$ cat config.mk
export PLATFORM = sky130hd
export DESIGN_NAME = dgp_chan
export DESIGN_NICKNAME = d
export VERILOG_FILES = /design/src/hw/rtl/dgp_pkg.sv /design/src/hw/rtl/dgp_chan.sv
export SDC_FILE = /design/constraint.sdc
export NUM_CORES = 1
export LEC_CHECK = 0
export BUFFER_PORTS_ARGS = -buffer_cell sky130_fd_sc_hd__buf_2
export CORE_UTILIZATION = 30
export CTS_CLUSTER_SIZE = 24
export DETAILED_ROUTE_END_ITERATION = 7
export SLEW_MARGIN = 20
export SYNTH_ARGS = -nofsm -noshare
export SYNTH_HDL_FRONTEND = slang
export SYNTH_SLANG_ARGS = --single-unit
$ cat constraint.sdc
create_clock -name i_clk -period 8.5 [get_ports i_clk]
set_input_delay 0 -clock i_clk [delete_from_list [all_inputs] [get_ports i_clk]]
set_output_delay 0 -clock i_clk [all_outputs]
set_load 0.05 [all_outputs]
$ cat src/hw/rtl/dgp_pkg.sv
// Package with shared widths, types, register codes and the Bayer dither table.
package dgp_pkg;

    localparam int unsigned POS_W      = 13;
    localparam int unsigned STEP_W     = 8;
    localparam int unsigned FLOOR_W    = 21;
    localparam int unsigned BASE_W     = 8;
    localparam int unsigned SCALE_W    = 31;
    localparam int unsigned WORD_W     = BASE_W + SCALE_W;
    localparam int unsigned PART_W     = POS_W + 1 + STEP_W + 1;
    localparam int unsigned GRAD_W     = PART_W + 2;
    localparam int unsigned DITH_W     = 6;
    localparam int unsigned FRAC_BITS  = 23;
    localparam int unsigned DITH_SHIFT = FRAC_BITS - DITH_W;
    localparam int unsigned CHAN_N     = 4;
    localparam int unsigned APB_DW     = 64;
    localparam int unsigned APB_AW     = 6;
    localparam int unsigned MAX_DIM_DEF = 4096;
    localparam int unsigned POS_TOP    = (1 << POS_W) - 1;
    localparam logic [BASE_W-1:0] OPAQUE_BYTE = 8'hFF;

    typedef enum logic [2:0] {
        REG_STEP_X   = 3'd0,
        REG_STEP_Y   = 3'd1,
        REG_FLOOR    = 3'd2,
        REG_ALPHA    = 3'd3,
        REG_CHAN0    = 3'd4,
        REG_CHAN1    = 3'd5,
        REG_CHAN2    = 3'd6,
        REG_CHAN3    = 3'd7
    } t_reg_idx;

    typedef struct packed {
        logic signed [STEP_W-1:0]         step_x;
        logic signed [STEP_W-1:0]         step_y;
        logic signed [FLOOR_W-1:0]        grad_floor;
        logic                             alpha_mode;
        logic [CHAN_N-1:0][BASE_W-1:0]    base;
        logic [CHAN_N-1:0][SCALE_W-1:0]   scale;
    } t_cfg;

    typedef struct packed {
        logic s1;
        logic s2;
        logic s3;
        logic s4;
    } t_pipe_en;

    localparam logic [DITH_W-1:0] BAYER [64] = '{
        6'd0,  6'd32, 6'd8,  6'd40, 6'd2,  6'd34, 6'd10, 6'd42,
        6'd48, 6'd16, 6'd56, 6'd24, 6'd50, 6'd18, 6'd58, 6'd26,
        6'd12, 6'd44, 6'd4,  6'd36, 6'd14, 6'd46, 6'd6,  6'd38,
        6'd60, 6'd28, 6'd52, 6'd20, 6'd62, 6'd30, 6'd54, 6'd22,
        6'd3,  6'd35, 6'd11, 6'd43, 6'd1,  6'd33, 6'd9,  6'd41,
        6'd51, 6'd19, 6'd59, 6'd27, 6'd49, 6'd17, 6'd57, 6'd25,
        6'd15, 6'd47, 6'd7,  6'd39, 6'd13, 6'd45, 6'd5,  6'd37,
        6'd63, 6'd31, 6'd55, 6'd23, 6'd61, 6'd29, 6'd53, 6'd21
    };

endpackage

$ cat src/hw/rtl/dgp_chan.sv
// One color channel: scale product (stage 3) and dithered byte result (stage 4).
module dgp_chan (
    input  logic                               i_clk,
    input  dgp_pkg::t_pipe_en                  i_en,
    input  logic signed [dgp_pkg::GRAD_W-1:0]  i_grad,
    input  logic [dgp_pkg::DITH_W-1:0]         i_dith,
    input  logic [dgp_pkg::SCALE_W-1:0]        i_scale,
    input  logic [dgp_pkg::BASE_W-1:0]         i_base,
    input  logic                               i_force,
    output logic [dgp_pkg::BASE_W-1:0]         o_byte
);
    import dgp_pkg::*;

    // Only the low bits of the product reach the output byte, so the
    // product is kept modulo two to the power of the scale width.
    logic [SCALE_W-1:0] grad_ext;
    logic [SCALE_W-1:0] n_prod;
    logic [SCALE_W-1:0] r_prod;
    logic [DITH_W-1:0]  r_dith;
    logic [SCALE_W-1:0] sum;
    logic [BASE_W-1:0]  n_byte;
    logic [BASE_W-1:0]  r_byte;

    always_comb begin
        grad_ext = SCALE_W'(i_grad);
        n_prod   = i_scale * grad_ext;
        sum      = r_prod + SCALE_W'({r_dith, {DITH_SHIFT{1'b0}}});
        n_byte   = i_force ? OPAQUE_BYTE : i_base + sum[FRAC_BITS+BASE_W-1:FRAC_BITS];
    end

    always_ff @(posedge i_clk) begin
        if (i_en.s3) begin
            r_prod <= n_prod;
            r_dith <= i_dith;
        end
        if (i_en.s4) begin
            r_byte <= n_byte;
        end
    end

    assign o_byte = r_byte;

endmodule

Yosys cells after proc, flatten, opt, wreduce, memory -nomap -nowiden
Cells that the tools add are included.

word-level totals
  register bits after elaboration = 45
  bits in latches = 0
  bits in writable memories = 0
  ROM bits = 0
  input bits = 76
  output and inout port bits = 8
  word-level logic and storage cells = 6
  memories kept = 0

cells by class
  $add $sub $neg = 2
  multipliers = 1
  divide/modulo/power cells = 0
  $lt $le $gt $ge = 0
  eq/ne operators = 0
  shift operators = 0
  muxes and demuxes = 0
  bitwise logic cells = 0
  reduce and logical (&&, ||, !) cells = 0

operator list
  operator                      count
  adder 31 x 23 -> 31 bit       1
  multiplier 31 x 25 -> 31 bit  1
  adder 8 bit                   1

Longest topological paths before layout
  word-level depth = 2
  depth in mapped cells = 24
  mapped depth without buffers = 22

Worst setup path before layout
No wires, ideal clock.

  kind = input to register
  start point = in i_grad[1] (netlist bit)
  end point = reg r_prod[29] (data pin)
  setup time = 180 ps
  data arrival time = 5935 ps
  required time = 8320 ps
  setup slack = 2385 ps
  stages on the path = 22
  path buffers = 2
  path through = clkbuf_1 clkbuf_1 nand2_1 fa_1 fa_1 fa_1 inv_1 ha_1 fa_1 fa_1 inv_1 fa_1 inv_1 ha_1 a211oi_1 and2_1 a2111o_1 a211oi_2 o21ai_2 a21oi_1 mux2_2 a221oi_1

between the ends
  longest elaborated chain between the ends = 1

ends and longest elaborated chain
  element                       line            text
  from (decl)                   dgp_chan.sv:5   input logic signed [dgp_pkg::GRAD_W-1:0] i_grad,
  multiplier 31 x 25 -> 31 bit  dgp_chan.sv:26  n_prod = i_scale * grad_ext;
  named net n_prod[29]          dgp_chan.sv:17  logic [SCALE_W-1:0] n_prod;
  to (signal assigned)          dgp_chan.sv:33  r_prod <= n_prod;
  to (decl)                     dgp_chan.sv:18  logic [SCALE_W-1:0] r_prod;

The timed path passes the listed nets, and every way through them passes these cells.
A chain may end at the register's enable or synchronous reset.

Worst setup path after layout
Ends and elaborated chain as after synthesis.

==> flow_summary.ini <==
[setup_path]
max_stage_delay_ns = 0.56
crit_fanout = 30
worstPathCellList = buf_2, nand2_1, fa_1, fa_1, fa_1, inv_1, ha_1, fa_1, fa_1, inv_1, fa_1, inv_1, ha_1, a211oi_1, and2_1, a2111o_1, a211oi_2, buf_4, o21ai_2, a21oi_1, mux2_2, a221oi_1
critPathLaunchType = input port
arrival_ns = 6.52
crit_slowest_cell = fa_1
end_kind = flip-flop
path_class = input port to flip-flop
crit_family = adder cells
required_ns = 8.59
cp_common_cell = fa_1
timing.critical_path.buf_inv = 5

[yosys]
synth_top_family_by_area = adder cells
synthesis.nets = 2333
synth_xor_area_share_pct = 3.98
synth-simple-area-share_pct = 17.2
yosysSeqAreaShare_pct = 5.31
syn-cell-area_um2 = 15800
synth_cell_types = 44
synthAdderAreaFrac_pct = 57.3
synthArstFlopShare_pct = 0
synth_area_per_cell_um2 = 9.02
muxShareOfSynthArea_pct = 0.0711
synth_compound_area_share_pct = 3.02
ys_ff_latch = 28
ys.warnings.count = 0
synth_ff_type = edfxtp_1
synth_cells = 1755
synth-edff-count = 28

[flow_run]
maxCapViolations = 0

[clocking]
h-tree-depth = 1
clk_latency_ns = 0.28
clk_path_buf_depth = 2
cts_tree = done
cts_root_buf = clkbuf_16
numCtsBuffers = 3
clock_sinks = 28
ctsResizeCount = 0
post-cts-setup-buffers = 0
path_clk_slew_ns = 0.07

[global_route]
grt_max_degree = 31
grt_use_total_pct = 15.5
first_global_vias = 12600
gr-total-overflow = 0
gr-max-usage-layer = met2
met1_usage_pct = 19.6
grtUsageMet2_pct = 28.5
grt_pass1_wl_mm = 65.4
use_met3_pct = 0.761
antenna_found_initial = 2

[placed_design]
numPortBuffers = 81
place_area_um2 = 16800
gp_congestion = 0.845
dpl.hpwl_mm = 31.3
pre_cts_slack_ns = 1.80

[route]
wl_per_cell_um = 15.9
drc = 0
routed_wl_mm = 39.1
drtPass1Iterations = 5
drt-initial-drc-count = 474
via_per_inst = 4.59
dr_total_vias = 11300
final_antenna_net_count = 0

[timing]
fin_skew_ns = 0.00828
max_freq_ghz = 0.156
finalCriticalPeriod_ns = 6.43
final-setup-viol-count = 0
setup_tns_ns = 0
period_share_pct = 75.6
final_hold_viol_count = 0
worst_pin_slew_ns = 0.690
maxSlewViolCount = 0
slew_headroom_pct = 54.0
setup_ws_ns = 2.07
rsz0062_at_grt = no

[final_layout]
final_cell_mix = inv_1 (477), fa_1 (371), and2_1 (259)
drive_gt1_share_pct = 5.37
fin_nets = 2349
syn2layout_area_growth_pct = 7.20
final_common_cell = inv_1
fin_area_um2 = 17000
fin_util_pct = 32.8
antennaDiodeCount = 0

[floorplan]
core_area_um2 = 51700
die_w_um = 232
rows = 83
start_util_pct = 30.6
die_h_um = 232
design.die.area_um2 = 53700
ioPinCount = 84

[worst_hold_path]
min_path_type = input port to flip-flop

[status]
status = completed
-- sequential cells by signal, indices dropped and copies added (netlist names) --
signal / count
o_byte: 8
r_dith: 6
r_prod: 14
-- area by class of cell --
type                       instances  area, um2
sequential                        28        841
clock buffer                       3       75.1
fill                            5451      34700
clock inverter                     1       30.0
inverter                         477       1790
multi-input combinational       1173      12900
tap                              680        851
timing repair buffer              88        473
-- kinds of logic (layout without fill, tap and decap cells) --
| kind of cell | after synthesis | after routing |
|---|---|---|
| flip-flops | 28 | 28 |
| buffers and inverters | 554 | 569 |
| multiplexers | 1 | 1 |
| XOR/XNOR | 72 | 72 |
| AND/OR/NAND/NOR | 530 | 530 |
| AO/OA/AOI/OAI | 68 | 68 |
| adder cells (fa/ha/maj) | 502 | 502 |
-- metrics by stage --
step,cells,hold WS (ns)
2_1_floorplan,1755,0.0989
3_3_place_gp,2440,0.181
3_5_place_dp,2440,0.180
4_1_cts,2450,0.0589
5_1_grt,2450,0.0602
6_report,2450,0.0659
-- final timing paths --
path	cells past startpoint	to	slack (ns)	from
worst min register to register	3	o_byte[7]$_SDFFCE_PP1P_	0.78	r_prod[29]$_DFFE_PP_
worst max register to register	16	o_byte[7]$_SDFFCE_PP1P_	4.77	r_prod[18]$_DFFE_PP_
worst max-delay path	22	r_prod[29]$_DFFE_PP_	2.07	i_grad[1]
worst min-delay path	2	o_byte[4]$_SDFFCE_PP1P_	0.07	i_force
-- metal layers --
layer	up-vias	part of all wire, %	wire length (um)
met5	-	0	0
met4	0	2.1	838
met3	52	3.5	1360
met2	269	52	20300
met1	5899	42	16600
li1	5035	-	-
-- cell usage after synthesis (all sizes together), types with 5 or more instances --
master  instances  area share [%]
inv           477              11
fa            371              47
and2          260              10
nand2         220             5.2
ha            131              10
clkbuf         77             1.8
xnor2          56             3.1
edfxtp         28             5.3
a21oi          23            0.73
nor2           16            0.38
xor2           16            0.89
o21ai          11            0.44
a21o            9            0.43
nand2b          9            0.36
nor2b           7            0.28
a211oi          5            0.27
nand4           5            0.20
-- repair_timing --
item	CTS	global route
hold endpoints to repair	6	0
hold buffers	6	0
setup endpoints to repair	0	0
Power is left out: the tool's default activity adds up to more than one toggle a clock period on the data nets, which glitch-free logic cannot reach.
