<file path="src/hw/rtl/dgp_pkg.sv">
// Package with shared widths, types, register codes and the Bayer dither table.
package dgp_pkg;

    localparam int unsigned POS_W      = 13;
    localparam int unsigned STEP_W     = 8;
    localparam int unsigned FLOOR_W    = 21;
    localparam int unsigned BASE_W     = 8;
    localparam int unsigned SCALE_W    = 31;
    localparam int unsigned WORD_W     = BASE_W + SCALE_W;
    localparam int unsigned PART_W     = POS_W + 1 + STEP_W + 1;
    localparam int unsigned GRAD_W     = PART_W + 2;
    localparam int unsigned DITH_W     = 6;
    localparam int unsigned FRAC_BITS  = 23;
    localparam int unsigned DITH_SHIFT = FRAC_BITS - DITH_W;
    localparam int unsigned CHAN_N     = 4;
    localparam int unsigned APB_DW     = 64;
    localparam int unsigned APB_AW     = 6;
    localparam int unsigned MAX_DIM_DEF = 4096;
    localparam int unsigned POS_TOP    = (1 << POS_W) - 1;
    localparam logic [BASE_W-1:0] OPAQUE_BYTE = 8'hFF;

    typedef enum logic [2:0] {
        REG_STEP_X   = 3'd0,
        REG_STEP_Y   = 3'd1,
        REG_FLOOR    = 3'd2,
        REG_ALPHA    = 3'd3,
        REG_CHAN0    = 3'd4,
        REG_CHAN1    = 3'd5,
        REG_CHAN2    = 3'd6,
        REG_CHAN3    = 3'd7
    } t_reg_idx;

    typedef struct packed {
        logic signed [STEP_W-1:0]         step_x;
        logic signed [STEP_W-1:0]         step_y;
        logic signed [FLOOR_W-1:0]        grad_floor;
        logic                             alpha_mode;
        logic [CHAN_N-1:0][BASE_W-1:0]    base;
        logic [CHAN_N-1:0][SCALE_W-1:0]   scale;
    } t_cfg;

    typedef struct packed {
        logic s1;
        logic s2;
        logic s3;
        logic s4;
    } t_pipe_en;

    localparam logic [DITH_W-1:0] BAYER [64] = '{
        6'd0,  6'd32, 6'd8,  6'd40, 6'd2,  6'd34, 6'd10, 6'd42,
        6'd48, 6'd16, 6'd56, 6'd24, 6'd50, 6'd18, 6'd58, 6'd26,
        6'd12, 6'd44, 6'd4,  6'd36, 6'd14, 6'd46, 6'd6,  6'd38,
        6'd60, 6'd28, 6'd52, 6'd20, 6'd62, 6'd30, 6'd54, 6'd22,
        6'd3,  6'd35, 6'd11, 6'd43, 6'd1,  6'd33, 6'd9,  6'd41,
        6'd51, 6'd19, 6'd59, 6'd27, 6'd49, 6'd17, 6'd57, 6'd25,
        6'd15, 6'd47, 6'd7,  6'd39, 6'd13, 6'd45, 6'd5,  6'd37,
        6'd63, 6'd31, 6'd55, 6'd23, 6'd61, 6'd29, 6'd53, 6'd21
    };

endpackage

</file>
<file path="src/hw/rtl/dgp_regs.sv">
// APB configuration register file of the gradient pixel source.
module dgp_regs (
    input  logic                        i_clk,
    input  logic                        i_rst_n,
    input  logic                        psel,
    input  logic                        penable,
    input  logic                        pwrite,
    input  logic [dgp_pkg::APB_AW-1:0]  paddr,
    input  logic [dgp_pkg::APB_DW-1:0]  pwdata,
    output logic [dgp_pkg::APB_DW-1:0]  prdata,
    output logic                        pready,
    output dgp_pkg::t_cfg               o_cfg
);
    import dgp_pkg::*;

    logic [STEP_W-1:0]                 r_step_x;
    logic [STEP_W-1:0]                 r_step_y;
    logic [FLOOR_W-1:0]                r_floor;
    logic                              r_alpha;
    logic [CHAN_N-1:0][WORD_W-1:0]     r_word;
    t_reg_idx                          idx;
    logic                              wr;

    assign idx    = t_reg_idx'(paddr[APB_AW-1:3]);
    assign wr     = psel && penable && pwrite;
    assign pready = 1'b1;

    always_ff @(posedge i_clk) begin
        if (!i_rst_n) begin
            r_step_x <= '0;
            r_step_y <= '0;
            r_floor  <= '0;
            r_alpha  <= 1'b0;
            r_word   <= '0;
        end else if (wr) begin
            case (idx)
                REG_STEP_X: r_step_x  <= pwdata[STEP_W-1:0];
                REG_STEP_Y: r_step_y  <= pwdata[STEP_W-1:0];
                REG_FLOOR:  r_floor   <= pwdata[FLOOR_W-1:0];
                REG_ALPHA:  r_alpha   <= pwdata[0];
                REG_CHAN0:  r_word[0] <= pwdata[WORD_W-1:0];
                REG_CHAN1:  r_word[1] <= pwdata[WORD_W-1:0];
                REG_CHAN2:  r_word[2] <= pwdata[WORD_W-1:0];
                REG_CHAN3:  r_word[3] <= pwdata[WORD_W-1:0];
                default: ;
            endcase
        end
    end

    always_comb begin
        case (idx)
            REG_STEP_X: prdata = APB_DW'(r_step_x);
            REG_STEP_Y: prdata = APB_DW'(r_step_y);
            REG_FLOOR:  prdata = APB_DW'(r_floor);
            REG_ALPHA:  prdata = APB_DW'(r_alpha);
            REG_CHAN0:  prdata = APB_DW'(r_word[0]);
            REG_CHAN1:  prdata = APB_DW'(r_word[1]);
            REG_CHAN2:  prdata = APB_DW'(r_word[2]);
            REG_CHAN3:  prdata = APB_DW'(r_word[3]);
            default:    prdata = '0;
        endcase
    end

    always_comb begin
        o_cfg.step_x     = $signed(r_step_x);
        o_cfg.step_y     = $signed(r_step_y);
        o_cfg.grad_floor = $signed(r_floor);
        o_cfg.alpha_mode = r_alpha;
        for (int c = 0; c < CHAN_N; c++) begin
            o_cfg.base[c]  = r_word[c][BASE_W-1:0];
            o_cfg.scale[c] = r_word[c][WORD_W-1:BASE_W];
        end
    end

endmodule

</file>
<file path="config.mk">
export PLATFORM = sky130hd
export DESIGN_NAME = dgp_regs
export DESIGN_NICKNAME = d
export VERILOG_FILES = /design/src/hw/rtl/dgp_pkg.sv /design/src/hw/rtl/dgp_regs.sv
export SDC_FILE = /design/constraint.sdc
export NUM_CORES = 1
export LEC_CHECK = 0
export BUFFER_PORTS_ARGS = -buffer_cell sky130_fd_sc_hd__buf_2
export CAP_MARGIN = 15
export CORE_AREA = 3 3 137 139
export CTS_CLUSTER_SIZE = 12
export DETAILED_ROUTE_END_ITERATION = 6
export DIE_AREA = 0 0 140 142
export GPL_TIMING_DRIVEN = 0
export PLACE_DENSITY_LB_ADDON = 0.1
export SYNTH_ARGS = -nofsm -noshare
export SYNTH_HDL_FRONTEND = slang
export SYNTH_SLANG_ARGS = --single-unit
export TNS_END_PERCENT = 1
</file>
<file path="constraint.sdc">
create_clock -name i_clk -period 2.95 [get_ports i_clk]
set_clock_uncertainty 0.05 [all_clocks]
set_input_delay 0.4425 -clock i_clk [delete_from_list [all_inputs] [get_ports i_clk]]
set_output_delay 0.4425 -clock i_clk [all_outputs]
set_load 0.01 [all_outputs]
</file>
After elaboration in Yosys (flattened, before gate mapping)
Index checks and enable logic that the tools add are counted.
{ "totals": {"ram_bits": 0, "wordCells": 27, "memories": 0, "in_bits": 75, "latch_bits": 0, "register_bits": 194, "out_inout_bits": 259, "romBits": 0} }
{ "op_classes": {"order_cmp": 0, "bitwise": 0, "n_mux": 1, "mul": 0, "n_shift": 0, "n_addsub": 0, "n_reduce_logical": 11, "div": 0, "n_eq_ne": 7} }
{ "op_table": {"columns": ["operator", "n"], "rows": [
  ["$pmux 64 s8", 1],
  ["$reduce_and 2->1", 8],
  ["$eq 3x3->1 const B", 4],
  ["$eq 3x2->1 const B", 2],
  ["$eq 3x1->1 const B", 1],
  ["$logic_not 3->1", 1],
  ["$logic_and 1x1->1", 2]
]} }

Depth between registers and ports, before layout
Gate-level depths: netlist of run 1.
{ "depth": {"word_depth": 3, "mapped_depth": 6} }

Worst setup path after synthesis of run 1
No wires, ideal clock.
{ "synth_path": {"path_kind": "in2out", "from": "in paddr[3] (netlist name)", "to": "out prdata[21] (netlist name)", "t_arrival_ns": 1.469, "t_required_ns": 2.457, "stages": 4, "n_path_buf": 2, "path_slack_ns": 0.988, "path_cell_list": "buf_6 buf_4 mux4_2 and2_1"} }
{ "synth_via": {"elab_chain_len": 2} }
{ "synth_rtl": {"columns": ["element", "line", "source"], "rows": [
  ["start, declared", "dgp_regs.sv:8", "input logic [dgp_pkg::APB_AW-1:0] paddr,"],
  ["$eq 3x3->1, or another cell as far along", "dgp_regs.sv:51", "case (idx)"],
  ["$pmux 64 s8 (*)", "dgp_regs.sv:51", null],
  ["end, declared", "dgp_regs.sv:10", "output logic [dgp_pkg::APB_DW-1:0] prdata,"]
]} }
Every way passes the cells marked *; elsewhere a longest branch is shown, timed or not. The select of a mux whose other input is x is not followed.

Worst setup path in the final report of run 1
{ "layout_path": {"from": "in paddr[3] (netlist name)", "to": "out prdata[14] (netlist name)"} }
The elaborated chain is that of the path after synthesis.

==> results of run 1 <==
## routing by layer
layer	up-vias	track usage [%]	wire, µm
li1	3524	-	-
met1	3614	37.8	12800
met2	314	44.5	13100
met3	39	5.81	2060
met4	2	8.57	555
met5	-	0	13
## synth_stat cells, types with 5 or more instances
cell / number
buf_2: 20
mux2_2: 8
mux4_2: 33
mux2i_1: 199
clkbuf_1: 27
a22o_1: 12
dfxtp_1: 194
nor3b_1: 5
a31oi_1: 5
buf_4: 35
nor2_1: 10
nand2_1: 234
buf_6: 5
and2_1: 19
buf_1: 5
## cells by family (layout without fill, tap and decap cells)
logic type             count (synthesis)  after routing  synth area share [%]
flip-flops                           194            194                  44.4
multiplexers                         240            240                  32.3
AND/OR/NAND/NOR                      282            282                  13.6
other                                  2             27                0.0858
AO/OA/AOI/OAI                         37             37                  3.33
buffers and inverters                 96            406                  6.33
## cells in the final DEF, fill, tap and decap left out, types with 5 or more instances in the layout
cell | Yosys | layout
buf_2 | 20 | 298
nand2_1 | 234 | 234
mux2i_1 | 199 | 199
dfxtp_1 | 194 | 194
buf_4 | 35 | 35
mux4_2 | 33 | 33
clkbuf_1 | 27 | 27
conb_1 | 2 | 26
and2_1 | 19 | 19
clkbuf_16 | 0 | 17
a22o_1 | 12 | 12
nor2_1 | 10 | 10
mux2_2 | 8 | 8
buf_1 | 5 | 5
buf_6 | 5 | 5
nor3b_1 | 5 | 5
a31oi_1 | 5 | 5
## final cells by class
class	count	area share, %
sequential	194	34.9
multi-input combinational	585	39.5
tap	229	2.57
clock inverter	13	1.48
antenna	1	0.0225
clock buffer	19	4.07
buffer	92	4.84
inverter	4	0.135
timing repair buffer	278	12.5
## registers in the layout, summed over array words and instances (netlist names)
register,cells
o_cfg,156
r_alpha,1
r_floor,21
r_step_x,8
r_step_y,8
## path summary, 6_finish.rpt
path                                  from         end  slack [ns]
worst min-delay path            pwdata[23]   o_cfg[15]        0.29
worst max register to register  o_cfg[122]  o_cfg[122]        2.21
worst max-delay path              paddr[3]  prdata[14]        0.23
worst min register to register   o_cfg[88]   o_cfg[88]        0.42
## metrics by stage
| stage | util, % | power [mW] | cell area [µm²] | hold slack (ns) |
|---|---|---|---|---|
| after floorplan | - | 2.96 | 8840 | 0.437 |
| after global placement | 59.2 | 3.12 | 10500 | 0.403 |
| after detailed placement | 59.2 | 3.13 | 10500 | 0.408 |
| after CTS | 62.6 | 5.51 | 11100 | 0.279 |
| after global routing | 62.6 | 5.64 | 11100 | 0.311 |
| final | 62.6 | 5.50 | 11100 | 0.291 |
## power breakdown
group          leakage (nW)  internal [mW]  total (mW)  switching [mW]
clock network         0.302           1.33        2.43            1.10
logic                  3.07          0.143       0.418           0.275
registers              1.56           2.64        2.65          0.0158
## worst register-to-register path, delay by kind of cell, from the launching register on
kind	cells	cell delay (ns)
and+or+nand+nor	1	0.08
DFF	1	0.37
muxes	1	0.16
==> flow_summary.json, run 1 <==
{
  "status": "finished, final reports clean",
  "cts_tree": "built",
  "peakVddDrop_mv": 0.378,
  "grt_pass1_wl_um": 42400,
  "synth_edf_count": 0,
  "postCtsResizedCells": 0,
  "fin_tns_setup_ns": 0,
  "finalSetupViolCount": 0,
  "hold_violations": 0,
  "instances_no_fill": 1415,
  "power_density_nw_per_um2": 494,
  "cp-end-kind": "output port",
  "grt_start_max_net_pins": 19,
  "crit_cells": 7,
  "path_buf_inv": 5,
  "period_share_pct": 92.1,
  "slowest_delay_ns": 0.52,
  "syn-cell-area_um2": 8750,
  "ys.flop_type": "dfxtp_1",
  "cts_hold_buf": 0,
  "ioPinCount": 334,
  "seq_area_um2": 3880,
  "area_growth_pct": 27.3,
  "synth.top_cell.area_share_pct": 44.4,
  "cts_root_buf": "clkbuf_16",
  "leakagePower_nw": 4.94,
  "crit_path_start_kind": "input port",
  "clkLatencyLatePin_ns": 0.43,
  "drive_above_1_share_pct": 34.9,
  "hp-class": "in -> reg",
  "via_count": 7493,
  "crit_required_ns": 2.46,
  "path_delay_family": "buffers and inverters",
  "ys_warn_count": 0,
  "max_freq_mhz": 368,
  "fillers": 1546,
  "io_buffers": 278,
  "cp_max_fo": 10,
  "tightest_slew_ns": 0.841,
  "grt-ovfl-total": 0,
  "path_common_cell": "buf_2",
  "critPathArrivalTime_ns": 2.22,
  "avgViaCountPerCell": 5.30,
  "syn_inst": 851,
  "routed_wl_um": 28500,
  "yosys_register_bits": 194,
  "post-place-cells": 1382,
  "die_w_um": 140,
  "seq_area_frac_synth_pct": 44.4,
  "relSlewSlack_pct": 43.9,
  "multi_input_area_um2": 4400,
  "h-tree-depth": 4,
  "maxCapViolCount": 0,
  "gp_congestion": 0.800,
  "clock_sinks": 194,
  "cts_made_buffers": 17,
  "cp_slowest_cell": "nor3b_1",
  "fin_crit_ns": 2.72,
  "layout_setup_ws_ns": 0.233,
  "synth_area_leaders": "dfxtp_1, mux2i_1, nand2_1",
  "nets": 1247,
  "dr.pass1.iters": 5,
  "rsz0062_at_grt": "false",
  "core_area_um2": 17800,
  "cts_setup_buffers": 0,
  "grt_pass1_vias": 7182,
  "antenna_found_initial": 1,
  "rows": 49,
  "synth_cell_types": 34,
  "die_h_um": 142,
  "r2r.worst_path.cells": 2,
  "worstPathCellList": "buf_2, buf_6, buf_2, nor3b_1, buf_2, a22o_1, buf_2",
  "clockBufferDepth": 2,
  "track_usage_pct": 27.6,
  "post-place-ws_ns": 0.268,
  "clk_pin_slew_worst_paths_ns": 0.08,
  "antenna_left": 0,
  "avgSynthCellArea_um2": 10.3,
  "yosysTopAreaCell": "dfxtp_1",
  "worstSetupPathType": "in -> out",
  "dp_hpwl_um": 20200,
  "final-max-slew-violation-count": 0,
  "hold_depth": 3,
  "post_drt_wl_per_cell_um": 20.2,
  "synthArstFlopShare_pct": 0,
  "drc": 0,
  "drt-initial-drc-count": 351,
  "start_util_pct": 49.2,
  "die_area_um2": 19900
}
(Power assumes the default switching activity.)
==> run 2, diff against run 1 <==
==> constraint.sdc (replaced) <==
create_clock -name i_clk -period 2.95 [get_ports i_clk]
set_clock_uncertainty 0.05 [all_clocks]
set_input_delay 0.1475 -clock i_clk [delete_from_list [all_inputs] [get_ports i_clk]]
set_output_delay 0.1475 -clock i_clk [all_outputs]
set_load 0.01 [all_outputs]
==> run 2 against run 1 <==
Flip-flop and latch count unchanged. Clock-buffer cell count unchanged. Critical path depth unchanged. Die area unchanged. Worst hold slack got worse by 0.28 ns.
==> flow_summary.json, run 2 (same netlist as run 1, synthesis figures left out) <==
{
  "status": "finished, final reports clean",
  "cts_made_buffers": 17,
  "maxCapViolCount": 0,
  "final-max-slew-violation-count": 0,
  "grt_pass1_wl_um": 42600,
  "final_cell_mix": "buf_2, nand2_1, mux2i_1",
  "hold_violations": 0,
  "tightest_slew_ns": 0.856,
  "holdWs_ns": 0.0127,
  "dr.pass1.iters": 4,
  "fillers": 1538,
  "drc": 0,
  "cts_tree": "built",
  "post_drt_wl_per_cell_um": 20.0,
  "clkLatencyLatePin_ns": 0.42,
  "area_growth_pct": 28.2,
  "antenna_left": 0,
  "r2r-end": "o_cfg[122]",
  "grt_start_max_net_pins": 19,
  "post-place-cells": 1382,
  "clockBufferDepth": 2,
  "cp-end-kind": "output port",
  "grt-ovfl-total": 0,
  "gp_congestion": 0.800,
  "layout_setup_ws_ns": 0.408,
  "critPathArrivalTime_ns": 2.34,
  "track_usage_pct": 27.7,
  "worstSetupEndpoint": "prdata[34]",
  "finalSetupViolCount": 0,
  "drt-initial-drc-count": 405,
  "crit_required_ns": 2.75,
  "r2r.worst_path.cells": 2,
  "seq_area_um2": 3880,
  "max_freq_mhz": 393,
  "io_buffers": 278,
  "peakVddDrop_mv": 0.377,
  "nets": 1255,
  "die_h_um": 142,
  "via_count": 7562,
  "grt_pass1_vias": 7222,
  "multi_input_area_um2": 4400,
  "antenna_found_initial": 0,
  "cp_max_fo": 10,
  "cts_root_buf": "clkbuf_16",
  "critical_path.startpoint": "paddr[5]",
  "start_util_pct": 49.2,
  "power.total_mw": 5.50,
  "power_density_nw_per_um2": 490,
  "rsz0062_at_grt": "false",
  "instances_no_fill": 1423,
  "drive_above_1_share_pct": 34.7,
  "fin_crit_ns": 2.54,
  "crit_path_start_kind": "input port",
  "avgViaCountPerCell": 5.31,
  "ioPinCount": 334,
  "design_area_um2": 11200,
  "placed_area_um2": 10500,
  "rows": 49,
  "clock_sinks": 194,
  "clk_pin_slew_worst_paths_ns": 0.07,
  "fin_tns_setup_ns": 0,
  "core_area_um2": 17800,
  "period_share_pct": 86.2,
  "r2r_slack_ns": 2.21,
  "dp_hpwl_um": 20200,
  "reg2reg_from": "o_cfg[122]",
  "h-tree-depth": 4,
  "worstSetupPathType": "in -> out",
  "routed_wl_um": 28500,
  "relSlewSlack_pct": 42.9,
  "final_common_cell": "buf_2",
  "largest_reg_flops": 156,
  "final_util_pct": 63.1,
  "post-place-ws_ns": 0.858,
  "die_area_um2": 19900,
  "die_w_um": 140,
  "hp-class": "in -> reg",
  "leakagePower_nw": 4.97,
  "hold_depth": 3
}
[run 2: layout make-up]
cell class,instances,share of cell area (%)
plain buffers,92,4.81
multi-input cells,585,39.2
diodes,1,0.0223
clock buffers,19,4.04
well taps,229,2.55
repair buffers,286,13.1
clock inverters,13,1.47
inverters,4,0.134
flip-flops and latches,194,34.6
[run 2: critical path, stage by stage]
cell,delay [ns]
dlygate4sd3_1,0.54
buf_2,0.14
buf_2,0.22
buf_2,0.30
clkbuf_1,0.59
and2_1,0.25
buf_2,0.15
[run 2: repair_timing]
item | in CTS | in global routing
hold buffers | 8 | 0
gates resized for setup | 0 | 0
hold endpoints to repair | 22 | 0
buffers inserted | 0 | 0
[run 2: per-layer routing]
| metal | routed length [µm] | global-route usage (%) |
|---|---|---|
| met1 | 12800 | 38.0 |
| met3 | 2020 | 5.54 |
| met2 | 13100 | 44.7 |
| met5 | 0 | 0 |
| met4 | 592 | 8.57 |
[run 2: worst min path at each step]
stage / start / to
floorplan: paddr[5] / r_floor[15]
global placement: r_floor[7] / r_floor[7]
detailed placement: r_floor[14] / r_floor[14]
CTS: pwdata[25] / o_cfg[48]
global route: pwdata[31] / o_cfg[23]
finish: pwdata[27] / o_cfg[50]
[run 2: power breakdown]
| group | switching (mW) | total [mW] | internal (mW) |
|---|---|---|---|
| registers | 0.0157 | 2.65 | 2.64 |
| logic | 0.276 | 0.425 | 0.150 |
| clock network | 1.09 | 2.43 | 1.33 |
==> run 3, diff against run 2 <==
--- a/config.mk
+++ b/config.mk
@@ -6,13 +6,15 @@
 export NUM_CORES = 1
 export LEC_CHECK = 0
 export BUFFER_PORTS_ARGS = -buffer_cell sky130_fd_sc_hd__buf_2
-export CAP_MARGIN = 15
+export CAP_MARGIN = 10
 export CORE_AREA = 3 3 137 139
 export CTS_CLUSTER_SIZE = 12
 export DETAILED_ROUTE_END_ITERATION = 6
 export DIE_AREA = 0 0 140 142
 export GPL_TIMING_DRIVEN = 0
 export PLACE_DENSITY_LB_ADDON = 0.1
+export RECOVER_POWER = 100
+export SLEW_MARGIN = 0
 export SYNTH_ARGS = -nofsm -noshare
 export SYNTH_HDL_FRONTEND = slang
 export SYNTH_SLANG_ARGS = --single-unit
==> run 3 against run 2 <==
Flip-flop and latch count stayed put. Global-route usage stayed put. Non-clock buffer count stayed put. Power is 0.14% lower. Worst hold slack hardly changed. Die area stayed put. Critical path depth stayed put. Clock power hardly changed. Worst setup slack worse by 0.088 ns. Critical path type unchanged.
==> flow_summary.json, run 3 (same netlist as run 1, synthesis figures left out) <==
{
  "post_drt_wl_per_cell_um": 20.2,
  "routed_wl_um": 28700,
  "leakagePower_nw": 3.95,
  "hold_violations": 0,
  "whs_endpoint": "o_cfg[50]",
  "swShare_pct": 25.2,
  "r2r-end": "o_cfg[122]",
  "via_count": 7545,
  "relSlewSlack_pct": 27.0,
  "fin_crit_ns": 2.63,
  "use_met2_pct": 44.7,
  "crit_required_ns": 2.75,
  "die_area_um2": 19900,
  "critPathArrivalTime_ns": 2.43,
  "peakVddDrop_mv": 0.369,
  "power_frac_seq_pct": 48.3,
  "area_growth_pct": 24.6,
  "grt_pass1_wl_um": 42600,
  "clkLatencyLatePin_ns": 0.43,
  "switching_power_mw": 1.39,
  "h-tree-depth": 4,
  "fin_tns_setup_ns": 0,
  "cp-end-kind": "output port",
  "cts_made_buffers": 17,
  "io_buffers": 278,
  "drc": 0,
  "max_freq_mhz": 380,
  "period_share_pct": 89.2,
  "grt_pass1_vias": 7222,
  "status": "finished, final reports clean",
  "die_w_um": 140,
  "cts_root_buf": "clkbuf_16",
  "r2r_slack_ns": 2.21,
  "worstSetupPathType": "in -> out",
  "reg2reg_from": "o_cfg[122]",
  "r2r.worst_path.cells": 2,
  "maxCapViolCount": 0,
  "power_density_nw_per_um2": 504,
  "avgViaCountPerCell": 5.30,
  "start_util_pct": 49.2,
  "cts_setup_buffers": 0,
  "power.total_mw": 5.50,
  "final_cell_mix": "clkbuf_1, nand2_1, mux2i_1",
  "gr-usage-met1_pct": 38.0,
  "clock_power_share_pct": 44.1,
  "cp_max_fo": 10,
  "finalSetupViolCount": 0,
  "dp_hpwl_um": 20200,
  "cts_tree": "built",
  "clk_pin_slew_worst_paths_ns": 0.07,
  "nets": 1255,
  "drt-initial-drc-count": 312,
  "dr.pass1.iters": 4,
  "met3_usage_pct": 5.54,
  "antenna_left": 0,
  "grt_busiest_layer": "met2",
  "track_usage_pct": 27.7,
  "gp_congestion": 0.800,
  "p_int_mw": 4.11,
  "crit_path_start_kind": "input port",
  "ioPinCount": 334,
  "final-max-slew-violation-count": 0,
  "rows": 49,
  "pwr-share-comb_pct": 7.6,
  "core_area_um2": 17800,
  "final_common_cell": "clkbuf_1",
  "largest_reg_flops": 156,
  "hold_depth": 3,
  "die_h_um": 142,
  "grt_start_max_net_pins": 19,
  "hp-class": "in -> reg",
  "rsz0062_at_grt": "false",
  "clock_sinks": 194,
  "antenna_found_initial": 0,
  "hold_start": "pwdata[27]",
  "tightest_slew_ns": 1.09,
  "clockBufferDepth": 2,
  "drive_above_1_share_pct": 15.0,
  "grt-ovfl-total": 0
}
run 3: critical path, stage by stage:
cell	delay, ns
dlygate4sd3_1	0.54
clkbuf_1	0.17
buf_2	0.24
buf_2	0.30
clkbuf_1	0.59
a22o_1	0.23
clkbuf_1	0.20
run 3: timing repair:
action,in CTS,in global routing
endpoints found under the hold margin,22,0
hold buffers,8,0
resized for setup,0,0
run 3: worst max path at each step:
stage,startpoint,endpoint,cells past startpoint
finish,paddr[5],prdata[8],7
global route,paddr[5],o_cfg[53],7
CTS,paddr[5],prdata[19],7
detailed placement,paddr[3],prdata[19],7
global placement,paddr[3],prdata[19],7
floorplan,paddr[3],prdata[21],4
run 3: metrics by stage:
step	cell area (µm²)	util [%]	cells	setup slack (ns)	hold slack (ns)
after floorplan	8840	-	875	1.58	0.290
after global placement	10500	59.2	1382	0.846	0.403
after detailed placement	10500	59.2	1382	0.858	0.408
after CTS	11200	63.1	1422	0.448	0.0000492
after global routing	10900	61.3	1422	0.174	0.0225
final	10900	61.3	1423	0.320	0.0126
run 3: per-layer routing:
metal / up-vias / wire length, µm
li1: 3545 / -
met1: 3658 / 12900
met2: 305 / 13200
met3: 37 / 2070
met4: 0 / 546
met5: - / 0
run 3: power by group through the flow:
stage | Sequential (mW) | Combinational, mW | Clock (mW)
floorplan | 2.72 | 0.242 | 0
global placement | 2.71 | 0.412 | 0
detailed placement | 2.71 | 0.413 | 0
CTS | 2.65 | 0.422 | 2.45
global route | 2.65 | 0.448 | 2.54
finish | 2.65 | 0.418 | 2.42
run 3: area by class of cell:
class,count,area (µm²)
Antenna cell,1,2.50
Buffer,92,512
Clock buffer,19,453
Clock inverter,13,165
Fill cell,1678,6880
Inverter,4,15.0
Multi-Input combinational cell,585,4390
Sequential cell,194,3880
Tap cell,229,287
Timing Repair Buffer,286,1190
