**config.mk**
```make
export PLATFORM = sky130hd
export DESIGN_NAME = dgp_grad
export DESIGN_NICKNAME = d
export VERILOG_FILES = /design/src/hw/rtl/dgp_pkg.sv /design/src/hw/rtl/dgp_grad.sv
export SDC_FILE = /design/constraint.sdc
export NUM_CORES = 1
export LEC_CHECK = 0
export BUFFER_PORTS_ARGS = -buffer_cell sky130_fd_sc_hd__buf_4
export CORE_MARGIN = 4
export CORE_UTILIZATION = 45
export CTS_CLUSTER_DIAMETER = 30
export DETAILED_ROUTE_END_ITERATION = 8
export GPL_ROUTABILITY_DRIVEN = 0
export PLACE_DENSITY_LB_ADDON = 0.12
export SLEW_MARGIN = 20
export SYNTH_ARGS = -nofsm -noshare
export SYNTH_HDL_FRONTEND = slang
export SYNTH_SLANG_ARGS = --single-unit
```
**constraint.sdc**
```tcl
create_clock -name i_clk -period 5.75 [get_ports i_clk]
set_input_delay 0.2875 -clock i_clk [delete_from_list [all_inputs] [get_ports i_clk]]
set_output_delay 0.2875 -clock i_clk [all_outputs]
set_load 0.01 [all_outputs]
```
**src/hw/rtl/dgp_pkg.sv**
```systemverilog
// Package with shared widths, types, register codes and the Bayer dither table.
package dgp_pkg;

    localparam int unsigned POS_W      = 13;
    localparam int unsigned STEP_W     = 8;
    localparam int unsigned FLOOR_W    = 21;
    localparam int unsigned BASE_W     = 8;
    localparam int unsigned SCALE_W    = 31;
    localparam int unsigned WORD_W     = BASE_W + SCALE_W;
    localparam int unsigned PART_W     = POS_W + 1 + STEP_W + 1;
    localparam int unsigned GRAD_W     = PART_W + 2;
    localparam int unsigned DITH_W     = 6;
    localparam int unsigned FRAC_BITS  = 23;
    localparam int unsigned DITH_SHIFT = FRAC_BITS - DITH_W;
    localparam int unsigned CHAN_N     = 4;
    localparam int unsigned APB_DW     = 64;
    localparam int unsigned APB_AW     = 6;
    localparam int unsigned MAX_DIM_DEF = 4096;
    localparam int unsigned POS_TOP    = (1 << POS_W) - 1;
    localparam logic [BASE_W-1:0] OPAQUE_BYTE = 8'hFF;

    typedef enum logic [2:0] {
        REG_STEP_X   = 3'd0,
        REG_STEP_Y   = 3'd1,
        REG_FLOOR    = 3'd2,
        REG_ALPHA    = 3'd3,
        REG_CHAN0    = 3'd4,
        REG_CHAN1    = 3'd5,
        REG_CHAN2    = 3'd6,
        REG_CHAN3    = 3'd7
    } t_reg_idx;

    typedef struct packed {
        logic signed [STEP_W-1:0]         step_x;
        logic signed [STEP_W-1:0]         step_y;
        logic signed [FLOOR_W-1:0]        grad_floor;
        logic                             alpha_mode;
        logic [CHAN_N-1:0][BASE_W-1:0]    base;
        logic [CHAN_N-1:0][SCALE_W-1:0]   scale;
    } t_cfg;

    typedef struct packed {
        logic s1;
        logic s2;
        logic s3;
        logic s4;
    } t_pipe_en;

    localparam logic [DITH_W-1:0] BAYER [64] = '{
        6'd0,  6'd32, 6'd8,  6'd40, 6'd2,  6'd34, 6'd10, 6'd42,
        6'd48, 6'd16, 6'd56, 6'd24, 6'd50, 6'd18, 6'd58, 6'd26,
        6'd12, 6'd44, 6'd4,  6'd36, 6'd14, 6'd46, 6'd6,  6'd38,
        6'd60, 6'd28, 6'd52, 6'd20, 6'd62, 6'd30, 6'd54, 6'd22,
        6'd3,  6'd35, 6'd11, 6'd43, 6'd1,  6'd33, 6'd9,  6'd41,
        6'd51, 6'd19, 6'd59, 6'd27, 6'd49, 6'd17, 6'd57, 6'd25,
        6'd15, 6'd47, 6'd7,  6'd39, 6'd13, 6'd45, 6'd5,  6'd37,
        6'd63, 6'd31, 6'd55, 6'd23, 6'd61, 6'd29, 6'd53, 6'd21
    };

endpackage

```
**src/hw/rtl/dgp_grad.sv**
```systemverilog
// Coordinate clamp, weighted products, gradient sum and dither lookup (stages 1 and 2).
module dgp_grad #(
    parameter int unsigned MAX_DIM = dgp_pkg::MAX_DIM_DEF
) (
    input  logic                               i_clk,
    input  dgp_pkg::t_pipe_en                  i_en,
    input  dgp_pkg::t_cfg                      i_cfg,
    input  logic [dgp_pkg::POS_W-1:0]          i_pos_x,
    input  logic [dgp_pkg::POS_W-1:0]          i_pos_y,
    output logic signed [dgp_pkg::GRAD_W-1:0]  o_grad,
    output logic [dgp_pkg::DITH_W-1:0]         o_dith
);
    import dgp_pkg::*;

    localparam int unsigned LIM = (MAX_DIM > POS_TOP) ? POS_TOP : MAX_DIM;
    localparam logic [POS_W-1:0] LIM_C = POS_W'(LIM);

    logic [POS_W-1:0]          x_c;
    logic [POS_W-1:0]          y_c;
    logic signed [PART_W-1:0]  n_px;
    logic signed [PART_W-1:0]  n_py;
    logic signed [PART_W-1:0]  r_px;
    logic signed [PART_W-1:0]  r_py;
    logic [DITH_W-1:0]         r_dith1;
    logic signed [GRAD_W-1:0]  n_grad;
    logic signed [GRAD_W-1:0]  r_grad;
    logic [DITH_W-1:0]         r_dith2;

    always_comb begin
        x_c    = (i_pos_x > LIM_C) ? LIM_C : i_pos_x;
        y_c    = (i_pos_y > LIM_C) ? LIM_C : i_pos_y;
        n_px   = PART_W'($signed({1'b0, x_c})) * PART_W'(i_cfg.step_x);
        n_py   = PART_W'($signed({1'b0, y_c})) * PART_W'(i_cfg.step_y);
        n_grad = GRAD_W'(r_px) + GRAD_W'(r_py) - GRAD_W'(i_cfg.grad_floor);
    end

    always_ff @(posedge i_clk) begin
        if (i_en.s1) begin
            r_px    <= n_px;
            r_py    <= n_py;
            r_dith1 <= BAYER[{y_c[2:0], x_c[2:0]}];
        end
        if (i_en.s2) begin
            r_grad  <= n_grad;
            r_dith2 <= r_dith1;
        end
    end

    assign o_grad = r_grad;
    assign o_dith = r_dith2;

endmodule

```
Yosys cells after proc, flatten, opt, wreduce, memory -nomap -nowiden
Memory sizes are Yosys's and may differ from the RTL's. A register that Yosys moved wholly into a read port is not among the register bits.
Index checks and enable logic that the tools add are counted.
{"block": "classes", "bitwise": 1, "multipliers": 2, "order_cmp": 2, "add_sub_neg": 2, "n_mux": 2}
{"op": "$mul A14 B8 Y22", "count": 2}
{"op": "$gt A13 B13 Y1 const B", "count": 2}
{"op": "$mux W13", "count": 2}
{"op": "$sub A23 B21 Y24", "count": 1}
{"op": "$add A22 B22 Y23", "count": 1}
{"op": "$not A6 Y7", "count": 1}
{"block": "word_totals", "output_inout_bits": 31, "word_cells": 14, "regBits": 75, "inputBits": 225, "romBits": 384, "n_memories": 1}
{"name": "(name not given)", "depth": 64, "width": 6, "rd": 1, "rd_clocked_by_memory_dff": 1, "wr": 0, "line_no": "dgp_grad.sv:41", "text": "r_dith1 <= BAYER[{y_c[2:0], x_c[2:0]}];"}

Logic depth before layout (Yosys ltp)
Gate-level depths: netlist (run 1).
{"block": "depth", "ltp_word": 3, "depth_mapped": 19, "ltp_nobuf": 17}

Least setup slack after synthesis (run 1)
OpenSTA, ideal clock, no wires.
{"block": "synth_path", "kind": "input -> register", "from": "input i_pos_y[12] (netlist bit)", "to": "register, netlist name r_py[21]", "slack_ns": 0.833, "setup_time_ns": 0.255, "required_ns": 5.495, "stages": 18, "path_buffers": 2, "arrival_time_ns": 4.661, "path_cell_list": "clkbuf_1 nor2b_1 clkbuf_1 nand2b_1 fa_1 fa_1 inv_1 fa_1 inv_1 fa_1 inv_1 ha_1 o21ai_0 o211ai_1 a311oi_1 o21ai_1 or4_1 and3_1"}
{"block": "synth_between", "elab_chain_len": 3}
{"item": "start, declared", "line_no": "dgp_grad.sv:9", "text": "input logic [dgp_pkg::POS_W-1:0] i_pos_y,"}
{"item": "$gt A13 B13 Y1", "line_no": "dgp_grad.sv:31", "text": "y_c = (i_pos_y > LIM_C) ? LIM_C : i_pos_y;"}
{"item": "$mux W13", "line_no": "dgp_grad.sv:31"}
{"item": "net y_c[0]", "line_no": "dgp_grad.sv:19", "text": "logic [POS_W-1:0] y_c;"}
{"item": "$mul A14 B8 Y22", "line_no": "dgp_grad.sv:33", "text": "n_py = PART_W'($signed({1'b0, y_c})) * PART_W'(i_cfg.step_y);"}
{"item": "net n_py[21]", "line_no": "dgp_grad.sv:21", "text": "logic signed [PART_W-1:0] n_py;"}
The timed path passes the listed nets, and every way through them passes these cells.
A chain may end at the register's enable or synchronous reset.

Worst setup path in the final report (run 1)
{"block": "layout_path", "from": "input i_pos_y[12] (netlist bit)", "to": "register, netlist name r_py[21]"}
{"block": "layout_between", "elab_chain_len": 3}
{"item": "$gt A13 B13 Y1", "line_no": "dgp_grad.sv:31"}
{"item": "$mux W13 (*)", "line_no": "dgp_grad.sv:31"}
{"item": "$mul A14 B8 Y22 (*)", "line_no": "dgp_grad.sv:33"}
{"item": "net n_py[21]", "line_no": "dgp_grad.sv:21"}
Mark *: on every way through the listed nets, which the timed path passes. The rest lies on a longest branch.

==> flow_summary_export.csv, run 1 <==
group,metric,value,unit
floorplan,ioPinCount,256,
timing,setup_viol,0,
setup_path,startpoint_type,"input pin",
timing,clock.fmax,0.199,GHz
setup_path,path_cells,"buf_4 > nor2b_1 > nand2_1 > fa_1 > inv_1 > fa_1 > fa_1 > inv_1 > fa_1 > inv_1 > ha_1 > a21oi_1 > o221ai_1 > a311oi_1 > o21ai_1 > or4_1 > and3_1",
grt,grt.overflow.total,0,
timing,min_period,5.03,ns
timing,hold_viol_final,0,
floorplan,design.die.area,0.0284,sq mm
grt,grt_pass1_wl,41500,microns
yosys,synth_edf_count,80,
floorplan,initial_core_util,45.9,%
run,drv_cap,0,
yosys,async_flop_share,0,%
timing,maxSlewHeadroom,54.2,%
clock_tree,worstSkewPairLatency,0.34,ns
yosys,ys_seq_area_share,20.7,%
cells_and_area,layout_common_cells,"inv_1 (293), fa_1 (156), ha_1 (130)",
cells_and_area,final_common_cell,"inv_1",
clock_tree,cts_root_buf,"clkbuf_16",
cells_and_area,fillers,2402,
grt,track_usage,17.9,%
drt,vias,8343,
setup_path,max_stage_delay,0.56,ns
clock_tree,post-cts-setup-buffers,0,
yosys,yosysWarningCount,0,
timing,tightestPinTransition,0.688,ns
drt,routed_wl,24300,microns
clock_tree,cts_tree,"built",
timing,rsz0062_at_grt,"false",
power_and_ir_drop,powerDensity,401,mW/mm^2
cells_and_area,drive_gt1_share,11.0,%
power_and_ir_drop,power.leakage,6.55,nW
placed_design,portBuffers,96,
clock_tree,post_cts_resized,0,
run_status,outcome,"complete, no violations",
clock_tree,cts_buffers,9,
yosys,syn_area_per_cell,9.47,sq um
setup_path,cp_common_cell,"fa_1",
yosys,synth-main-ff-cell,"edfxtp_1",
drt,antenna_left,0,
yosys,syn_area,0.0116,sq mm
timing,period_share,87.5,%
floorplan,core-area,0.0253,sq mm
yosys,synthesis.instances,1224,
yosys,ys_seq_elements,80,
drt,dr.pass1.iters,5,
timing,drv_slew,0,
clock_tree,cts_hold_buf,0,
drt,via_per_inst,5.02,
clock_tree,clockBufferDepth,2,
placed_design,dp_hpwl,20400,microns
clock_tree,clock-sinks,80,
cells_and_area,diodes,0,
drt,drc_errors,0,
yosys,yosysUniqueCellTypes,57,
setup_path,cp.required,5.84,ns
cells_and_area,fin_util,52.0,%
grt,grt_max_degree,51,
setup_path,crit_type,"in2reg",
timing,tns,0,ns
setup_path,critical-path-top-delay-family,"adder cells",
setup_path,cp.arrival,5.12,ns
setup_path,critPathCaptureType,"flop",
drt,avgRoutedWirePerCell,14.6,microns
setup_path,r2r_setup_slack,2.50,ns
setup_path,crit_slowest_cell,"fa_1",
floorplan,floorplan.die.width,169,microns
setup_path,crit_path_max_fanout,20,
yosys,synth_fp_nets,1735,
grt,antenna_found_initial,0,
setup_path,cp_num_buf_inv,4,
power_and_ir_drop,peakVddDrop,291,uV
cells_and_area,area_delta_synth_final,13.3,%
clock_tree,cts_max_level,3,
grt,grt_pass1_vias,8566,
cells_and_area,fin_nets,1840,
min_path,hp-class,"in2reg",
floorplan,die_y,169,microns
drt,drt-initial-drc-count,435,
floorplan,num_rows,58,
timing,clock_skew,0.00661,ns
clock_tree,clk_pin_slew,0.06,ns
==> state kept, by name, indices dropped and copies added (netlist names) <==
register,flops
o_grad,24
r_dith1,6
r_px,22
r_py,22
o_dith,6
==> synth_stat cells (6+ instances only) <==
| cell type | count | share of area, % |
|---|---|---|
| clkbuf_1 | 27 | 0.87 |
| fa_1 | 156 | 27 |
| a21o_1 | 10 | 0.65 |
| nand2_1 | 75 | 2.4 |
| xnor2_1 | 31 | 2.3 |
| ha_1 | 130 | 14 |
| edfxtp_1 | 80 | 21 |
| xor2_1 | 15 | 1.1 |
| o21ai_0 | 25 | 1.1 |
| o211ai_1 | 7 | 0.45 |
| nor2b_1 | 30 | 1.6 |
| nor3_1 | 16 | 0.69 |
| and2_1 | 128 | 6.9 |
| nand3_1 | 11 | 0.47 |
| and3_1 | 6 | 0.32 |
| nand2b_1 | 12 | 0.65 |
| o21a_1 | 8 | 0.52 |
| o21bai_1 | 9 | 0.58 |
| a211oi_1 | 8 | 0.52 |
| a21oi_1 | 39 | 1.7 |
| nor2_1 | 45 | 1.5 |
| inv_1 | 293 | 9.5 |
==> worst register-to-register path: stages (launching register included) <==
cell	delay, ns
edfxtp_1	0.37
inv_1	0.07
fa_1	0.51
inv_1	0.05
ha_1	0.33
o21ai_0	0.13
o21ai_0	0.46
nand3_1	0.22
o21ai_0	0.52
a2111o_1	0.24
nand3_1	0.10
==> through the flow <==
stage | setup slack (ns) | instances | total power [W] | hold slack [ns] | area, sq um
2_1_floorplan | 0.833 | 1224 | 0.00371 | 0.400 | 11600
5_1_grt | 0.366 | 1663 | 0.00582 | 0.364 | 13100
6_report | 0.716 | 1663 | 0.00526 | 0.355 | 13100
4_1_cts | 0.692 | 1663 | 0.00528 | 0.335 | 13100
3_3_place_gp | 0.345 | 1648 | 0.00459 | 0.406 | 12800
3_5_place_dp | 0.339 | 1648 | 0.00464 | 0.405 | 12800
==> power by group <==
part | switching, W | total [W] | internal, W
registers | 0.0000590 | 0.00110 | 0.00104
logic | 0.00205 | 0.00355 | 0.00150
clock network | 0.000230 | 0.000611 | 0.000381
==> cell families after synthesis <==
logic type	after synthesis	share of synthesized area (%)
buf+inv	323	10.5
simple gates	346	16.1
fa+ha+maj	286	41.0
compound gates	141	8.04
xor+xnor	46	3.47
mux	2	0.183
flops	80	20.7
==> final cells by class <==
| class | count | area, sq um | area share (%) |
|---|---|---|---|
| tap | 330 | 413 | 3.14 |
| clock buffer | 9 | 225 | 1.71 |
| inverter | 294 | 1100 | 8.40 |
| multi-input combinational | 821 | 7980 | 60.7 |
| sequential | 80 | 2400 | 18.3 |
| timing repair buffer | 123 | 923 | 7.03 |
| clock inverter | 6 | 92.6 | 0.705 |
==> worst paths after layout <==
| check | end | from | depth (start not counted) |
|---|---|---|---|
| worst max-delay path | r_py[21] | i_pos_y[12] | 17 |
| worst min-delay path | r_py[0] | i_cfg[178] | 2 |
| worst max register to register | o_grad[17] | r_px[3] | 10 |
| worst min register to register | o_dith[2] | r_dith1[2] | 0 |
==> metal layers <==
| layer | part of all wire, % | vias up | global-route usage, % |
|---|---|---|---|
| met3 | 5.2 | 28 | 2.45 |
| met2 | 45 | 177 | 28.5 |
| met4 | 2.0 | 0 | 4.41 |
| met1 | 47 | 4063 | 26.0 |
| met5 | 0 | - | 0 |
| li1 | - | 4075 | - |
Power figures use the tool's default switching activity.
==> run 2, diff against run 1 <==
ABC_AREA = 1   (was not set)
==> flow_summary_export.csv, run 2 <==
group,metric,value,unit
clock_tree,worstSkewPairLatency,0.34,ns
clock_tree,cts_buffers,9,
yosys,syn_area_per_cell,7.57,sq um
power_and_ir_drop,peakVddDrop,263,uV
setup_path,critPathCaptureType,"flop",
setup_path,cp.arrival,5.21,ns
timing,setup_viol,0,
power_and_ir_drop,powerDensity,400,mW/mm^2
grt,grt_max_degree,51,
drt,avgRoutedWirePerCell,13.6,microns
run_status,outcome,"complete, no violations",
cells_and_area,largest_reg_flops,24,
clock_tree,cts_hold_buf,0,
setup_path,cp.required,5.81,ns
cells_and_area,area_delta_synth_final,11.4,%
clock_tree,post-cts-setup-buffers,0,
timing,hold_viol_final,0,
grt,grt_pass1_vias,10000,
grt,grt_pass1_wl,48200,microns
grt,met1_usage,27.1,%
cells_and_area,layout_common_cells,"inv_1 (453), nand2_1 (396), nor2_1 (197)",
grt,antenna_found_initial,1,
timing,timing.final.ws_setup,0.602,ns
grt,grt.overflow.total,0,
timing,drv_slew,0,
clock_tree,clock-sinks,80,
drt,dr.pass1.iters,5,
grt,grt_use_met2,32.5,%
drt,vias,9769,
grt,grt_use_met3,3.32,%
power_and_ir_drop,p_total,0.00545,W
min_path,hold_start,"i_pos_y[2]",
drt,drt-initial-drc-count,395,
floorplan,num_rows,60,
drt,antenna_left,0,
setup_path,regToRegStartpoint,"r_py[0]",
timing,fin_hold_ws,0.366,ns
min_path,hp-class,"in2reg",
yosys,ys_seq_area_share,19.6,%
floorplan,initial_core_util,45.6,%
floorplan,ioPinCount,256,
placed_design,portBuffers,96,
timing,tns,0,ns
floorplan,die_y,173,microns
yosys,yosysUniqueCellTypes,25,
yosys,async_flop_share,0,%
timing,rsz0062_at_grt,"false",
yosys,syn_area,0.0122,sq mm
setup_path,crit_start,"i_pos_y[9]",
yosys,synth.area.top_cells,"fa_1 (25%), edfxtp_1 (20%), inv_1 (14%)",
setup_path,crit_path_max_fanout,12,
setup_path,cp_common_cell,"nand2_1",
floorplan,design.die.area,0.0299,sq mm
drt,routed_wl,28000,microns
yosys,yosysMostFrequentCell,"inv_1",
placed_design,dp_hpwl,24700,microns
clock_tree,post_cts_resized,0,
cells_and_area,drive_gt1_share,7.21,%
timing,clock.fmax,0.194,GHz
cells_and_area,final_common_cell,"inv_1",
yosys,yosysTopAreaCell,"fa_1",
timing,clock_skew,0.00676,ns
yosys,synth_common_cells,"inv_1 (453), nand2_1 (396), nor2_1 (197), fa_1 (156), ha_1 (130)",
power_and_ir_drop,power.leakage,7.81,nW
timing,min_period,5.15,ns
yosys,yosys.area.top_type_share,25.5,%
run,drv_cap,0,
cells_and_area,diodes,0,
placed_design,pre_cts_ws,0.353,ns
setup_path,r2r_setup_slack,3.22,ns
grt,top_usage_layer,"met2",
setup_path,critical-path-top-delay-family,"adder cells",
floorplan,floorplan.die.width,173,microns
setup_path,crit_slowest_cell,"fa_1",
clock_tree,cts_root_buf,"clkbuf_16",
setup_path,max_stage_delay,0.54,ns
floorplan,core-area,0.0269,sq mm
grt,track_usage,19.5,%
timing,tightestPinTransition,0.657,ns
timing,maxSlewHeadroom,56.2,%
setup_path,cp_num_buf_inv,7,
clock_tree,cts_tree,"built",
yosys,synth_fp_nets,2129,
cells_and_area,fin_util,50.8,%
clock_tree,clk_pin_slew,0.07,ns
clock_tree,clockBufferDepth,2,
clock_tree,cts_max_level,3,
setup_path,startpoint_type,"input pin",
drt,drc_errors,0,
cells_and_area,fillers,2733,
yosys,yosysWarningCount,0,
timing,period_share,89.5,%
cells_and_area,fin_nets,2226,
setup_path,crit_type,"in2reg",
yosys,ys_seq_elements,80,
yosys,synthesis.instances,1618,
yosys,synth_edf_count,80,
yosys,synth-main-ff-cell,"edfxtp_1",
drt,via_per_inst,4.74,
-- run 2: logic make-up (layout without fill, tap and decap cells) --
family,after synthesis,in the layout,synth area share (%)
buffers and inverters,472,574,14.7
DFF,80,80,19.6
adders and majority gates,286,286,38.8
and+or+nand+nor,685,685,22.1
AOI/OAI and AO/OA,66,66,2.74
xor gates and xnor gates,29,29,2.07
-- run 2: layout make-up --
type	instances	area, sq um	area share (%)
multi-input combinational	1066	8050	59.0
sequential	80	2400	17.6
inverter	456	1710	12.5
timing repair buffer	102	766	5.61
tap	341	427	3.13
clock buffer	9	225	1.65
clock inverter	7	63.8	0.468
-- run 2: stage by stage --
| step | std cells | cell area (sq um) |
|---|---|---|
| after floorplan | 1618 | 12200 |
| after global placement | 2045 | 13400 |
| after detailed placement | 2045 | 13400 |
| after CTS | 2061 | 13600 |
| after global routing | 2061 | 13600 |
| final | 2061 | 13600 |
-- run 2: metal layers --
layer / part of all wire [%] / vias to the layer above
met5: 0 / -
met4: 1.8 / 0
met3: 5.1 / 30
met2: 46 / 218
met1: 47 / 4545
li1: - / 4976
-- run 2: worst reg2reg max path: cells and delay by family (launching register included) --
kind / cells / cell delay (ns)
AND/OR/NAND/NOR: 7 / 0.70
flip-flops: 1 / 0.36
adder cells (fa/ha/maj): 3 / 0.89
buffers and inverters: 4 / 0.33
-- run 2: final timing paths --
path,end,cells after the start
worst max-delay path,r_py[17],27
worst max register to register,o_grad[16],14
worst min register to register,o_dith[2],0
worst min-delay path,r_dith1[1],3
-- run 2: power breakdown --
part | total [W] | switching [W] | internal [W] | leakage, nW
combinational | 0.00383 | 0.00244 | 0.00140 | 6.89
sequential | 0.00107 | 0.0000532 | 0.00102 | 0.782
clock | 0.000546 | 0.000244 | 0.000302 | 0.136
total | 0.00545 | 0.00273 | 0.00272 | 7.81
==> run 3, diff against run 2 <==
RECOVER_POWER = 100   (was not set)
SLEW_MARGIN = 25   (was 20)
==> flow_summary_export.csv, run 3 (same netlist as run 2, synthesis figures left out) <==
group,metric,value,unit
timing,tns,0,ns
clock_tree,worstSkewPairLatency,0.34,ns
timing,tightestPinTransition,2.55,ns
clock_tree,cts_buffers,9,
grt,grt_pass1_wl,48200,microns
clock_tree,post_cts_resized,0,
timing,clock.fmax,0.193,GHz
run,drv_cap,2,
timing,rsz0062_at_grt,"false",
floorplan,floorplan.die.width,173,microns
timing,maxSlewHeadroom,-70.0,%
drt,routed_wl,28000,microns
cells_and_area,layout_common_cells,"inv_1 (453), nand2_1 (398), nor2_1 (197)",
setup_path,reg2reg_to,"o_grad[16]",
setup_path,cp_common_cell,"nand2_1",
clock_tree,cts_root_buf,"clkbuf_16",
power_and_ir_drop,peakVddDrop,262,uV
floorplan,num_rows,60,
drt,drc_errors,0,
clock_tree,clk_pin_slew,0.07,ns
timing,clock_skew,0.00663,ns
grt,grt.overflow.total,0,
cells_and_area,fillers,2759,
setup_path,startpoint_type,"input pin",
setup_path,cp.arrival,5.23,ns
grt,antenna_found_initial,1,
drt,drt-initial-drc-count,401,
timing,setup_viol,0,
cells_and_area,final_common_cell,"inv_1",
floorplan,core-area,0.0269,sq mm
timing,hold_viol_final,0,
setup_path,regToRegStartpoint,"r_py[0]",
drt,via_per_inst,4.73,
setup_path,crit_slowest_cell,"fa_1",
clock_tree,clock-sinks,80,
run_status,violations,"capacitance limit, slew limit",
power_and_ir_drop,powerDensity,399,mW/mm^2
setup_path,endpoint,"r_py[17]",
clock_tree,cts_hold_buf,0,
timing,min_period,5.17,ns
power_and_ir_drop,power.leakage,7.67,nW
cells_and_area,multi_input_area,0.00804,sq mm
min_path,hp-class,"in2reg",
setup_path,critPathCaptureType,"flop",
cells_and_area,finalNonFillerCells,2061,
cells_and_area,area_delta_synth_final,10.2,%
min_path,hold_start,"i_pos_y[2]",
timing,period_share,89.9,%
placed_design,dp_cells,2045,
floorplan,die_y,173,microns
setup_path,max_stage_delay,0.54,ns
cells_and_area,regArea,0.00240,sq mm
floorplan,ioPinCount,256,
clock_tree,cts_tree,"built",
grt,grt_pass1_vias,10000,
floorplan,initial_core_util,45.6,%
setup_path,crit_path_max_fanout,12,
cells_and_area,fin_nets,2226,
setup_path,r2r_cells,14,
grt,track_usage,19.5,%
grt,grt_max_degree,51,
setup_path,r2r_setup_slack,3.22,ns
setup_path,crit_type,"in2reg",
cells_and_area,largest_reg_flops,24,
placed_design,detailed_place.area,0.0134,sq mm
setup_path,crit_start,"i_pos_y[9]",
drt,antenna_left,0,
setup_path,cp.required,5.81,ns
placed_design,dp_hpwl,24700,microns
cells_and_area,diodes,0,
cells_and_area,drive_gt1_share,4.88,%
clock_tree,post-cts-setup-buffers,0,
setup_path,path_cells,"clkbuf_4 > inv_1 > nand2_1 > nor3_1 > nand2_1 > nand2_1 > nand2_1 > inv_1 > clkbuf_1 > nor2_1 > fa_1 > fa_1 > fa_1 > inv_1 > fa_1 > inv_1 > ha_1 > nand2_1 > nor2_1 > nand3_1 > nand3_1 > nand2_1 > nand3_1 > nand2_1",
timing,drv_slew,51,
placed_design,portBuffers,96,
clock_tree,cts_max_level,3,
clock_tree,clockBufferDepth,2,
drt,vias,9742,
drt,dr.pass1.iters,5,
run_status,outcome,"complete, but fails checks",
floorplan,design.die.area,0.0299,sq mm
drt,avgRoutedWirePerCell,13.6,microns
cells_and_area,finalInstanceArea,0.0135,sq mm
==> run 3: changes by cell type in the layout (fill, tap and decap cells not counted) <==
cell / delta
buf_4: -39
clkbuf_1: +38
clkbuf_4: +1
nand2_1: +2
nand2_2: -2
o21ai_0: +1
o21ai_1: -1
==> run 3: worst min-delay path by stage <==
stage                 endpoint  cells after the start
global route        r_dith1[1]                      3
floorplan            o_dith[0]                      0
finish              r_dith1[1]                      3
detailed placement   o_dith[2]                      0
global placement     o_dith[4]                      0
CTS                 r_dith1[1]                      3
==> run 3: cell type report <==
type	count	share of cell area, %
Multi-Input combinational cell	1066	59.6
Inverter	456	12.7
Timing Repair Buffer	102	4.62
Sequential cell	80	17.8
Clock inverter	7	0.473
Clock buffer	9	1.67
Tap cell	341	3.16
==> run 3: metrics by stage <==
stage | worst slack [ns] | hold WS (ns) | util (%) | total power (W)
after floorplan | 1.29 | 0.400 | - | 0.00393
after global placement | 0.394 | 0.408 | 49.7 | 0.00489
after detailed placement | 0.353 | 0.412 | 49.7 | 0.00493
after CTS | 0.696 | 0.357 | 50.8 | 0.00550
after global routing | 0.236 | 0.415 | 50.2 | 0.00612
final | 0.581 | 0.359 | 50.2 | 0.00538
==> run 3: layer usage <==
| metal | wire [microns] | global-route usage, % | share of wire, % | vias to the layer above |
|---|---|---|---|---|
| li1 | - | - | - | 4974 |
| met1 | 13300 | 27.1 | 47 | 4544 |
| met2 | 12700 | 32.5 | 46 | 198 |
| met3 | 1500 | 3.32 | 5.4 | 26 |
| met4 | 478 | 4.09 | 1.7 | 0 |
| met5 | 0 | 0 | 0 | - |
==> run 3: worst max-delay path, delay by kind of cell <==
family | cells | cell delay [ns]
adder cells (fa/ha/maj) | 5 | 2.35
buffers and inverters | 6 | 0.66
AND/OR/NAND/NOR | 13 | 1.93
==> run 3: power breakdown <==
group | total (W) | switching, W | internal (W)
sequential | 0.00107 | 0.0000514 | 0.00102
clock | 0.000546 | 0.000244 | 0.000302
combinational | 0.00376 | 0.00244 | 0.00133
